===== config.mk =====
export PLATFORM = sky130hd
export DESIGN_NAME = timestamp_ordered_request_queue
export DESIGN_NICKNAME = d
export VERILOG_FILES = /design/src/rtl/torq_pkg.sv /design/src/rtl/torq_ram.sv /design/src/rtl/timestamp_ordered_request_queue.sv
export SDC_FILE = /design/constraint.sdc
export NUM_CORES = 2
export LEC_CHECK = 0
export BUFFER_PORTS_ARGS = -buffer_cell sky130_fd_sc_hd__buf_2
export CORE_ASPECT_RATIO = 0.75
export CORE_MARGIN = 2
export CORE_UTILIZATION = 55
export CTS_BUF_LIST = sky130_fd_sc_hd__clkbuf_4
export DETAILED_ROUTE_END_ITERATION = 6
export PLACE_DENSITY = 0.71
export SYNTH_ARGS = -nofsm -noshare
export SYNTH_HDL_FRONTEND = slang
export SYNTH_SLANG_ARGS = --single-unit

===== constraint.sdc =====
create_clock -name clk -period 9.2 [get_ports clk]
set_clock_uncertainty 0.15 [all_clocks]
set_input_delay 0.92 -clock clk [delete_from_list [all_inputs] [get_ports clk]]
set_output_delay 0.92 -clock clk [all_outputs]
set_load 0.02 [all_outputs]

===== src/rtl/torq_pkg.sv =====
// ----------------------------------------------------------------------------
// Timestamp-ordered request queue package
// Shared types, codes and defaults for the request queue block.
// ----------------------------------------------------------------------------
package torq_pkg;

  localparam int NUM_QUEUES_DEF  = 4;
  localparam int QUEUE_DEPTH_DEF = 16;

  localparam int ACTION_W   = 2;
  localparam int QSEL_IN_W  = 2;
  localparam int ID_W       = 8;
  localparam int TS_W       = 32;
  localparam int POSITION_W = 5;
  localparam int COUNT_W    = 5;
  localparam int CAP_W      = 5;

  localparam logic [CAP_W-1:0] CAP_RESET = CAP_W'(1);

  typedef enum logic [1:0] {
    ACT_INSERT = 2'd0,
    ACT_POP    = 2'd1,
    ACT_REMOVE = 2'd2,
    ACT_QUERY  = 2'd3
  } action_t;

  typedef enum logic [1:0] {
    ST_OK       = 2'd0,
    ST_FULL     = 2'd1,
    ST_EMPTY    = 2'd2,
    ST_NOTFOUND = 2'd3
  } status_t;

  // One stored request: direction is the most significant sort key.
  typedef struct packed {
    logic            dir;
    logic [TS_W-1:0] ts;
    logic [ID_W-1:0] id;
  } entry_t;

  // True when entry a must stand before entry b in a queue.
  function automatic logic goes_before(entry_t a, entry_t b);
    logic res;
    if (a.dir != b.dir) begin
      res = (a.dir < b.dir);
    end else if (a.ts != b.ts) begin
      res = (a.ts < b.ts);
    end else begin
      res = (a.id < b.id);
    end
    return res;
  endfunction

endpackage


===== src/rtl/torq_ram.sv =====
// ----------------------------------------------------------------------------
// Generic RAM
// One write port and one read port with registered read data.
// ----------------------------------------------------------------------------
module torq_ram #(
  parameter int WIDTH = 8,
  parameter int DEPTH = 16,
  parameter int AW    = (DEPTH > 1) ? $clog2(DEPTH) : 1
) (
  input  logic             clk,
  input  logic             we,
  input  logic [AW-1:0]    waddr,
  input  logic [WIDTH-1:0] wdata,
  input  logic             re,
  input  logic [AW-1:0]    raddr,
  output logic [WIDTH-1:0] rdata
);

  logic [WIDTH-1:0] mem [DEPTH];
  logic [WIDTH-1:0] rdata_r;

  always_ff @(posedge clk) begin
    if (we) begin
      mem[waddr] <= wdata;
    end
    if (re) begin
      rdata_r <= mem[raddr];
    end
  end

  assign rdata = rdata_r;

endmodule


===== src/rtl/timestamp_ordered_request_queue.sv =====
// ----------------------------------------------------------------------------
// Timestamp-ordered request queue
// Several sorted request queues in one RAM, walked by a small sequencer.
// ----------------------------------------------------------------------------
// Usage: each input transaction carries one operation (insert, pop head,
// remove by id, query id) for one queue; each produces exactly one result
// transaction with a status, the query answer, the new head id and the fill.
// Queues are sorted by direction, then timestamp, then id; equal keys keep
// arrival order. Entries live in one RAM with a registered read, so the
// sequencer reads each entry it visits and then compares or moves it: an
// insert walks from the tail, a remove or query walks from the head to the
// match and a remove then shifts the rest down. in_tready is low while an
// operation is in progress. The result sits in an output register, so a new
// operation may be taken while the last result waits; a stalled receiver
// only holds the block at the end of the following operation. Reset empties
// all queues and sets the capacity limit to 1; no clearing pass is needed
// since only filled entries are ever used. cfg_wr_en writes the capacity
// limit; the user must write it only while idle, as the block itself does
// not enforce this.
// ----------------------------------------------------------------------------
module timestamp_ordered_request_queue #(
  parameter int NUM_QUEUES  = torq_pkg::NUM_QUEUES_DEF,
  parameter int QUEUE_DEPTH = torq_pkg::QUEUE_DEPTH_DEF
) (
  input  logic        clk,
  input  logic        rst_n,
  // action [1:0], queue_select [3:2]
  input  logic [3:0]  in_tuser,
  // node_id [7:0], timestamp [39:8], direction [40], zero [47:41]
  input  logic [47:0] in_tdata,
  input  logic        in_tvalid,
  output logic        in_tready,
  // status [1:0], position [6:2], is_head [7], within_capacity [8],
  // head_id [16:9], entry_count [21:17], zero [23:22]
  output logic [23:0] out_tdata,
  output logic        out_tvalid,
  input  logic        out_tready,
  input  logic        cfg_wr_en,
  input  logic [4:0]  cfg_wr_data
);

  localparam int TOTAL   = NUM_QUEUES * QUEUE_DEPTH;
  localparam int AW      = (TOTAL > 1) ? $clog2(TOTAL) : 1;
  localparam int QW      = (NUM_QUEUES > 1) ? $clog2(NUM_QUEUES) : 1;
  localparam int CNT_W   = $clog2(QUEUE_DEPTH + 1);
  localparam int ENTRY_W = $bits(torq_pkg::entry_t);

  typedef enum logic [9:0] {
    S_IDLE    = 10'b00_0000_0001,
    S_INS_RD  = 10'b00_0000_0010,
    S_INS_CMP = 10'b00_0000_0100,
    S_INS_PUT = 10'b00_0000_1000,
    S_FND_RD  = 10'b00_0001_0000,
    S_FND_CMP = 10'b00_0010_0000,
    S_SHF_RD  = 10'b00_0100_0000,
    S_SHF_WR  = 10'b00_1000_0000,
    S_HD_RD   = 10'b01_0000_0000,
    S_HD_OUT  = 10'b10_0000_0000
  } state_t;

  state_t                   state_r, state_nxt;
  torq_pkg::action_t        act_r, act_nxt;
  torq_pkg::status_t        status_r, status_nxt;
  torq_pkg::entry_t         new_r, new_nxt;
  logic [QW-1:0]            q_r, q_nxt;
  logic [AW-1:0]            base_r, base_nxt;
  logic [CNT_W-1:0]         idx_r, idx_nxt;
  logic [CNT_W-1:0]         n_r, n_nxt;
  logic [CNT_W-1:0]         pos_r, pos_nxt;
  logic                     hit_r, hit_nxt;
  logic [torq_pkg::CAP_W-1:0] cap_r;
  logic [CNT_W-1:0]         fill_r [NUM_QUEUES];

  logic                     out_valid_r;
  logic [23:0]              out_data_r;

  logic                     fill_we;
  logic [CNT_W-1:0]         fill_wd;
  logic                     ram_we, ram_re;
  logic [AW-1:0]            ram_waddr, ram_raddr;
  torq_pkg::entry_t         ram_wdata, ram_rdata;
  logic [ENTRY_W-1:0]       ram_rdata_raw;

  logic                     accept;
  logic [4:0]               qsel_mod;
  logic [QW-1:0]            q_in;
  logic [CNT_W-1:0]         n_in;
  logic                     out_load;
  logic [31:0]              pos_ext, cnt_ext;
  logic [23:0]              out_word;

  assign in_tready = (state_r == S_IDLE);
  assign accept    = in_tvalid && in_tready;
  assign out_load  = (state_r == S_HD_OUT) && (!out_valid_r || out_tready);

  // Queue select folded into range; a few compare and subtract steps suffice.
  always_comb begin
    qsel_mod = 5'(in_tuser[3:2]);
    for (int k = 0; k < 3; k++) begin
      if (qsel_mod >= 5'(NUM_QUEUES)) begin
        qsel_mod = qsel_mod - 5'(NUM_QUEUES);
      end
    end
  end

  assign q_in = QW'(qsel_mod);
  assign n_in = fill_r[q_in];

  assign ram_rdata = torq_pkg::entry_t'(ram_rdata_raw);

  torq_ram #(
    .WIDTH (ENTRY_W),
    .DEPTH (TOTAL),
    .AW    (AW)
  ) u_store (
    .clk   (clk),
    .we    (ram_we),
    .waddr (ram_waddr),
    .wdata (ENTRY_W'(ram_wdata)),
    .re    (ram_re),
    .raddr (ram_raddr),
    .rdata (ram_rdata_raw)
  );

  always_comb begin
    state_nxt  = state_r;
    act_nxt    = act_r;
    status_nxt = status_r;
    new_nxt    = new_r;
    q_nxt      = q_r;
    base_nxt   = base_r;
    idx_nxt    = idx_r;
    n_nxt      = n_r;
    pos_nxt    = pos_r;
    hit_nxt    = hit_r;
    fill_we    = 1'b0;
    fill_wd    = n_r;
    ram_we     = 1'b0;
    ram_waddr  = base_r + AW'(idx_r);
    ram_wdata  = new_r;
    ram_re     = 1'b0;
    ram_raddr  = base_r + AW'(idx_r);

    case (state_r)
      S_IDLE: begin
        if (accept) begin
          act_nxt    = torq_pkg::action_t'(in_tuser[1:0]);
          new_nxt.id = in_tdata[7:0];
          new_nxt.ts = in_tdata[39:8];
          new_nxt.dir = in_tdata[40];
          q_nxt      = q_in;
          base_nxt   = AW'(32'(q_in) * 32'(QUEUE_DEPTH));
          n_nxt      = n_in;
          hit_nxt    = 1'b0;
          pos_nxt    = '0;
          status_nxt = torq_pkg::ST_OK;
          idx_nxt    = '0;
          if (torq_pkg::action_t'(in_tuser[1:0]) == torq_pkg::ACT_INSERT) begin
            if (n_in >= CNT_W'(QUEUE_DEPTH)) begin
              status_nxt = torq_pkg::ST_FULL;
              state_nxt  = S_HD_RD;
            end else begin
              idx_nxt   = n_in;
              state_nxt = (n_in == '0) ? S_INS_PUT : S_INS_RD;
            end
          end else if (n_in == '0) begin
            status_nxt = torq_pkg::ST_EMPTY;
            state_nxt  = S_HD_RD;
          end else if (torq_pkg::action_t'(in_tuser[1:0]) == torq_pkg::ACT_POP) begin
            state_nxt = S_SHF_RD;
          end else begin
            state_nxt = S_FND_RD;
          end
        end
      end

      // Insertion walks from the tail, moving larger entries up by one.
      S_INS_RD: begin
        ram_re    = 1'b1;
        ram_raddr = base_r + AW'(idx_r - CNT_W'(1));
        state_nxt = S_INS_CMP;
      end

      S_INS_CMP: begin
        if (torq_pkg::goes_before(new_r, ram_rdata)) begin
          ram_we    = 1'b1;
          ram_wdata = ram_rdata;
          idx_nxt   = idx_r - CNT_W'(1);
          state_nxt = (idx_r == CNT_W'(1)) ? S_INS_PUT : S_INS_RD;
        end else begin
          state_nxt = S_INS_PUT;
        end
      end

      S_INS_PUT: begin
        ram_we    = 1'b1;
        ram_wdata = new_r;
        fill_we   = 1'b1;
        fill_wd   = n_r + CNT_W'(1);
        n_nxt     = n_r + CNT_W'(1);
        state_nxt = S_HD_RD;
      end

      S_FND_RD: begin
        ram_re    = 1'b1;
        state_nxt = S_FND_CMP;
      end

      S_FND_CMP: begin
        if (ram_rdata.id == new_r.id) begin
          if (act_r == torq_pkg::ACT_QUERY) begin
            hit_nxt   = 1'b1;
            pos_nxt   = idx_r;
            state_nxt = S_HD_RD;
          end else begin
            state_nxt = S_SHF_RD;
          end
        end else if ((idx_r + CNT_W'(1)) >= n_r) begin
          status_nxt = torq_pkg::ST_NOTFOUND;
          state_nxt  = S_HD_RD;
        end else begin
          idx_nxt   = idx_r + CNT_W'(1);
          state_nxt = S_FND_RD;
        end
      end

      // Close the gap at idx by moving every later entry down by one.
      S_SHF_RD: begin
        if ((idx_r + CNT_W'(1)) < n_r) begin
          ram_re    = 1'b1;
          ram_raddr = base_r + AW'(idx_r + CNT_W'(1));
          state_nxt = S_SHF_WR;
        end else begin
          fill_we   = 1'b1;
          fill_wd   = n_r - CNT_W'(1);
          n_nxt     = n_r - CNT_W'(1);
          state_nxt = S_HD_RD;
        end
      end

      S_SHF_WR: begin
        ram_we    = 1'b1;
        ram_wdata = ram_rdata;
        idx_nxt   = idx_r + CNT_W'(1);
        state_nxt = S_SHF_RD;
      end

      S_HD_RD: begin
        ram_re    = 1'b1;
        ram_raddr = base_r;
        state_nxt = S_HD_OUT;
      end

      S_HD_OUT: begin
        if (out_load) begin
          state_nxt = S_IDLE;
        end
      end

      default: begin
        state_nxt = S_IDLE;
      end
    endcase
  end

  assign pos_ext = 32'(pos_r);
  assign cnt_ext = 32'(n_r);

  always_comb begin
    out_word        = '0;
    out_word[1:0]   = status_r;
    out_word[6:2]   = hit_r ? pos_ext[4:0] : 5'd0;
    out_word[7]     = hit_r && (pos_r == '0);
    out_word[8]     = hit_r && (pos_ext < 32'(cap_r));
    out_word[16:9]  = (n_r != '0) ? ram_rdata.id : 8'd0;
    out_word[21:17] = cnt_ext[4:0];
  end

  always_ff @(posedge clk) begin
    if (!rst_n) begin
      state_r     <= S_IDLE;
      out_valid_r <= 1'b0;
      cap_r       <= torq_pkg::CAP_RESET;
      for (int i = 0; i < NUM_QUEUES; i++) begin
        fill_r[i] <= '0;
      end
    end else begin
      state_r <= state_nxt;
      if (out_load) begin
        out_valid_r <= 1'b1;
      end else if (out_tready) begin
        out_valid_r <= 1'b0;
      end
      if (cfg_wr_en) begin
        cap_r <= cfg_wr_data;
      end
      if (fill_we) begin
        fill_r[q_r] <= fill_wd;
      end
    end
  end

  always_ff @(posedge clk) begin
    act_r    <= act_nxt;
    status_r <= status_nxt;
    new_r    <= new_nxt;
    q_r      <= q_nxt;
    base_r   <= base_nxt;
    idx_r    <= idx_nxt;
    n_r      <= n_nxt;
    pos_r    <= pos_nxt;
    hit_r    <= hit_nxt;
    if (out_load) begin
      out_data_r <= out_word;
    end
  end

  assign out_tvalid = out_valid_r;
  assign out_tdata  = out_data_r;

endmodule

Word level (Yosys, flattened, before mapping) --
Memories as Yosys holds them, arrays and structs flattened. A register that Yosys moved wholly into a read port is not among the register bits. Cells that the tools add are included.
Storage, ports and cells: flip-flop bits (word level) 101, bits in writable memories 2644, word-level logic and storage cells 145, memories 2
Memories:
- u_store.mem | depth 64, width 41, read ports 1, clocked after memory_dff 1, wr ports 1, line torq_ram.sv:19 | logic [WIDTH-1:0] mem [DEPTH];
- fill_r | depth 4, width 5, read ports 1, clocked after memory_dff 0, wr ports 4, line timestamp_ordered_request_queue.sv:72 | logic [CNT_W-1:0] fill_r [NUM_QUEUES];
Operators by class: $add $sub $neg 9, magnitude comparators 7, eq/ne operators 24, muxes and demuxes 64, reduce and logical (&&, ||, !) cells 23
Operators with widths (count):
- 10-bit case mux with 10 select lines | 1
- 41-bit case mux with 2 select lines | 1
- 5-bit two-way mux | 12
- 9-bit two-way mux | 5
- 41-bit two-way mux | 1
- 10-bit two-way mux | 4
- 32-bit < comparator | 1
- 32-bit inequality test | 1
- 5-bit case mux with 2 select lines | 2
- 5-bit case mux with 4 select lines | 1
- 1-bit two-way mux | 19
- 6-bit case mux with 3 select lines | 1
- 5-bit case mux with 3 select lines | 1
- 2-bit inequality test, second input constant | 7
- 6-bit adder | 2
- 2-bit two-way mux | 6
- 4-bit two-way mux | 3
- 5-bit by 1-bit adder with 5-bit output, second input constant | 2
- 10-bit by 1-bit equality test with 1-bit output, second input constant | 1
- 10-bit equality test, second input constant | 1
- 10-bit by 2-bit equality test with 1-bit output, second input constant | 1
- 10-bit by 3-bit equality test with 1-bit output, second input constant | 1
- 10-bit by 4-bit equality test with 1-bit output, second input constant | 1
- 10-bit by 5-bit equality test with 1-bit output, second input constant | 1
- other kinds (38) | 51

Longest topological paths before layout --
depth after elaboration 9, depth in mapped cells 19

By module --
Synthesis repeated with hierarchy kept, for this count alone.
Second synthesis, totals: cell total of the unflattened synthesis 4874, area, all modules 107808.4 µm²
Modules (own cells, without submodules):
- torq_ram | instances 1, cells each 4226, area each 100518.9 µm², sequential area each 80026.8 µm²
- timestamp_ordered_request_queue | instances 1, cells each 648, area each 7289.5 µm², sequential area each 3473.3 µm²

Least setup slack after synthesis --
No wires, ideal clock.
path kind register -> register, from reg new_r[9] in the netlist's numbering, to mem u_store.mem[56][0] in the netlist's numbering (enable), setup time 0.490 ns, arrival time 5.352 ns, slack 3.208 ns, stages on the path, launching flop included 13, path buffers 1, period minus slack after synthesis 5.992 ns, cells stage by stage edfxtp_1 -> ha_1 -> nor2b_1 -> o21a_1 -> o21a_1 -> o21ai_0 -> a21oi_1 -> o31ai_1 -> a21oi_1 -> o211ai_1 -> a311oi_1 -> clkbuf_1 -> nor3_1
On the way: cells in the longest elaborated chain, start to end 8, elaborated cells on any way between the ends 9, those cells by class order compare (1); eq/ne (1); mux (7)
Ends and longest elaborated chain:
- start, declared | line timestamp_ordered_request_queue.sv:64 | torq_pkg::entry_t new_r, new_nxt;
- start signal, assigned | line timestamp_ordered_request_queue.sv:306 | new_r <= new_nxt;
- 32-bit < comparator or 32-bit inequality test (tied branches) | line torq_pkg.sv:47, torq_pkg.sv:46
- 1-bit two-way mux * | line torq_pkg.sv:46 | end else if (a.ts != b.ts) begin
- 1-bit two-way mux * | line torq_pkg.sv:44 | if (a.dir != b.dir) begin
- 1-bit two-way mux * | line timestamp_ordered_request_queue.sv:144 | case (state_r)
- 1-bit two-way mux * | line timestamp_ordered_request_queue.sv:185 | if (torq_pkg::goes_before(new_r, ram_rdata)) begin
- 1-bit case mux with 2 select lines * | line timestamp_ordered_request_queue.sv:144
- 1-bit two-way mux * | line torq_ram.sv:23 | if (we) begin
- 1-bit two-way mux (not written as such) * | line torq_ram.sv:24 | mem[waddr] <= wdata;
- end, declared | line torq_ram.sv:19
Mark *: on every way between the ends. The rest lies on a longest branch, timed or not. The select of a mux whose other input is x is not followed.

Worst setup path after layout --
from reg idx_r[0], to reg u_store.rdata_r[38] (netlist: u_store.rdata[38]) (read register of u_store.mem) (data pin)
On the way: cells in the longest elaborated chain, start to end 4, elaborated cells on any way between the ends 11, those cells by class add/sub (6); order compare (1); mux (4)
Ends and longest elaborated chain:
- start, declared | line timestamp_ordered_request_queue.sv:67 | logic [CNT_W-1:0] idx_r, idx_nxt;
- start signal, assigned | line timestamp_ordered_request_queue.sv:309 | idx_r <= idx_nxt;
- 5-bit by 1-bit adder with 6-bit output or 5-bit by 1-bit adder with 5-bit output (tied branches) | line timestamp_ordered_request_queue.sv:231, timestamp_ordered_request_queue.sv:229
- 6-bit adder or 5-bit < comparator (tied branches) | line timestamp_ordered_request_queue.sv:231, timestamp_ordered_request_queue.sv:229
- 6-bit two-way mux or 1-bit two-way mux (tied branches) | line timestamp_ordered_request_queue.sv:229 | if ((idx_r + CNT_W'(1)) < n_r) begin
- 6-bit case mux with 3 select lines or 1-bit case mux with 2 select lines (tied branches) | line timestamp_ordered_request_queue.sv:144
- end, declared | line torq_ram.sv:20 | logic [WIDTH-1:0] rdata_r;
Parallel ways exist; a longest one is shown, timed or not. A chain may end at the register's enable or synchronous reset.

==> results_dict.tcl <==
set metrics [dict create \
    outcome "complete, no violations" \
    grt.overflow.total 0 \
    fin_tns_setup_ns 0 \
    critical_path_required_ns 9.99 \
    clock_latency_ns 1.30 \
    worstSetupStartpointType "flop" \
    grt_start_max_net_pins 169 \
    syn_to_final_growth_pct 10.6 \
    crit_type "reg -> reg" \
    drive_gt1_share_pct 15.6 \
    dieHeight_um 394 \
    routed_wl_um 317000 \
    async_flop_share_pct 0 \
    dr.pass1.iters 6 \
    final_cell_area_um2 123000 \
    fmax_mhz 148 \
    cts_tree "built" \
    syn_area_um2 111000 \
    start_util_pct 55.5 \
    drv_cap 0 \
    p_per_area_nw_per_um2 333 \
    core_um2 200000 \
    tightestPinTransition_ns 1.39 \
    clock-sinks 2786 \
    rows 142 \
    arrival_ns 7.56 \
    gr-usage-all-layers_pct 30.0 \
    antenna_found_initial 11 \
    finalCritPeriodShare_pct 73.5 \
    final_cell_mix "edfxtp_1, nand2_1, clkbuf_4, nand3_1, a21oi_1" \
    path_max_fanout 75 \
    final_common_cell "edfxtp_1" \
    vias_per_cell 6.31 \
    ys.flop_type "edfxtp_1" \
    setup_viol 0 \
    clk_pin_slew_ns 0.07 \
    portBuffers 78 \
    postPlaceCellArea_um2 115000 \
    synth_seq_area_share_pct 75.0 \
    min_path_type "in -> reg" \
    yosys_warnings 0 \
    synth_edf_count 2770 \
    synth_cells 8117 \
    grt_pass1_vias 69700 \
    numCtsBuffers 638 \
    cts_setup_buffers 0 \
    p_leak_nw 42.5 \
    drc_errors 0 \
    cts_root_buf "clkbuf_4" \
    io_pins 88 \
    nets 8698 \
    wl_per_cell_um 27.2 \
    synth_cell_types 79 \
    postSynthRegisterBits 2786 \
    finalPower_mw 41.0 \
    cts_buffer_depth 4 \
    crit_path_end_kind "flop" \
    grt_pass1_wl_um 456000 \
    vias 73600 \
    die-area_um2 206000 \
    dr.first_iter.drc_count 12400 \
    cts.repair.resized 0 \
    cts.htree.levels 6 \
    drtAntennaViolNets 0 \
    dp_hpwl_um 165000 \
    slew_headroom_pct 6.95 \
    slew_viol_final 0 \
    place_congestion 0.881 \
    hold_violations 0 \
    ir_drop_v 0.000459 \
    rsz0062_at_grt "no" \
    period_needed_ns 6.77 \
    die_w_um 524 \
    avgSynthCellArea_um2 13.7 \
]
==> synth_stat cells (34+ instances only) <==
cell      instances  area [µm²]
inv_1            66         248
ha_1             68         851
a31oi_1          71         444
nor4_1           60         375
mux2_2           42         473
edfxtp_1       2770       83200
o41ai_1          47         412
o21ai_0          45         225
clkbuf_1        142         533
a221oi_1        177        1550
mux2i_1         211        2110
buf_1            34         128
nand4_1          58         363
a32oi_1          61         534
buf_4            46         345
nand3_1         750        3750
nor3_1           73         365
nor2_1           87         327
a21oi_1         641        3210
buf_2           292        1460
nand2_1        2092        7850
==> report_power, final <==
group | internal [mW] | leakage [nW] | switching, mW | total (mW)
Sequential | 14.9 | 25.1 | 0.205 | 15.1
Combinational | 4.38 | 12.7 | 11.8 | 16.2
Clock | 4.98 | 4.74 | 4.75 | 9.72
Total | 24.3 | 42.5 | 16.7 | 41.0
==> worst paths after layout <==
path	startpoint	to	slack [ns]	cells past startpoint
max reg2reg	idx_r[0]$_DFFE_PP_	u_store.rdata[38]$_DFFE_PP_	2.43	15
max	idx_r[0]$_DFFE_PP_	u_store.rdata[38]$_DFFE_PP_	2.43	15
min	in_tvalid	state_r[0]$_SDFFE_PN1P_	0.20	4
min reg2reg	status_r[1]$_SDFFCE_PP1P_	out_tdata[1]$_DFFE_PP_	0.28	0
==> metal layers <==
| layer | part of all wire [%] | routed length (µm) | track usage, % |
|---|---|---|---|
| met1 | 39 | 122000 | 43.8 |
| met2 | 44 | 138000 | 43.2 |
| met3 | 14 | 43800 | 7.80 |
| met4 | 3.8 | 12000 | 12.1 |
| met5 | 0.10 | 319 | 0.466 |
==> repair_timing <==
action | 4_1_cts | 5_1_grt
setup endpoints to repair | 0 | 0
hold endpoints to repair | 64 | 0
hold buffers | 62 | 0
==> cells by family after synthesis <==
group / Yosys count / synth area share, %
compound gates: 1204 / 6.94
xor+xnor: 13 / 0.102
fa+ha+maj: 69 / 0.782
buf+inv: 588 / 2.51
flops: 2786 / 75.0
mux: 258 / 2.42
other cells: 1 / 0.00337
simple gates: 3198 / 12.2
==> layout make-up <==
type	count	area [µm²]
tap	2664	3330
antenna	8	20.0
inverter	67	251
fill	14800	77300
multi-input combinational	4744	25500
clock inverter	99	616
clock buffer	962	7220
sequential	2786	83500
timing repair buffer	330	2640
==> per-stage QoR <==
step | hold slack, ns | worst slack (ns) | util, % | cells
2_1_floorplan | 0.250 | 3.21 | - | 8118
3_3_place_gp | 0.256 | 2.70 | 57.2 | 10500
3_5_place_dp | 0.267 | 2.60 | 57.2 | 10500
4_1_cts | 0.0635 | 2.61 | 61.4 | 11700
5_1_grt | 0.214 | 2.23 | 61.4 | 11700
6_report | 0.200 | 2.43 | 61.4 | 11700
==> worst max-delay path: stages (launching register included) <==
cell,delay [ns]
edfxtp_1,0.96
ha_1,0.45
nand2_1,0.18
xnor2_1,0.16
ha_1,0.32
nand2_1,0.10
a211oi_2,0.45
o311ai_2,0.23
a21oi_4,0.95
buf_4,0.56
buf_4,0.73
nand3_1,0.16
nand2_1,0.13
a21oi_1,0.06
o41ai_1,0.65
nand3_1,0.14
==> registers in the layout, indices dropped and copies added, names as in the netlist <==
| register | cells |
|---|---|
| n_r | 5 |
| idx_r | 5 |
| new_r | 41 |
| hit_r | 1 |
| u_store.mem | 2624 |
| out_tvalid | 1 |
| fill_r | 20 |
| act_r | 2 |
| status_r | 2 |
| cap_r | 5 |
| u_store.rdata | 41 |
| state_r | 10 |
| q_r | 2 |
| pos_r | 5 |
| out_tdata | 22 |
No activity file was read; power rests on OpenSTA's default activity.
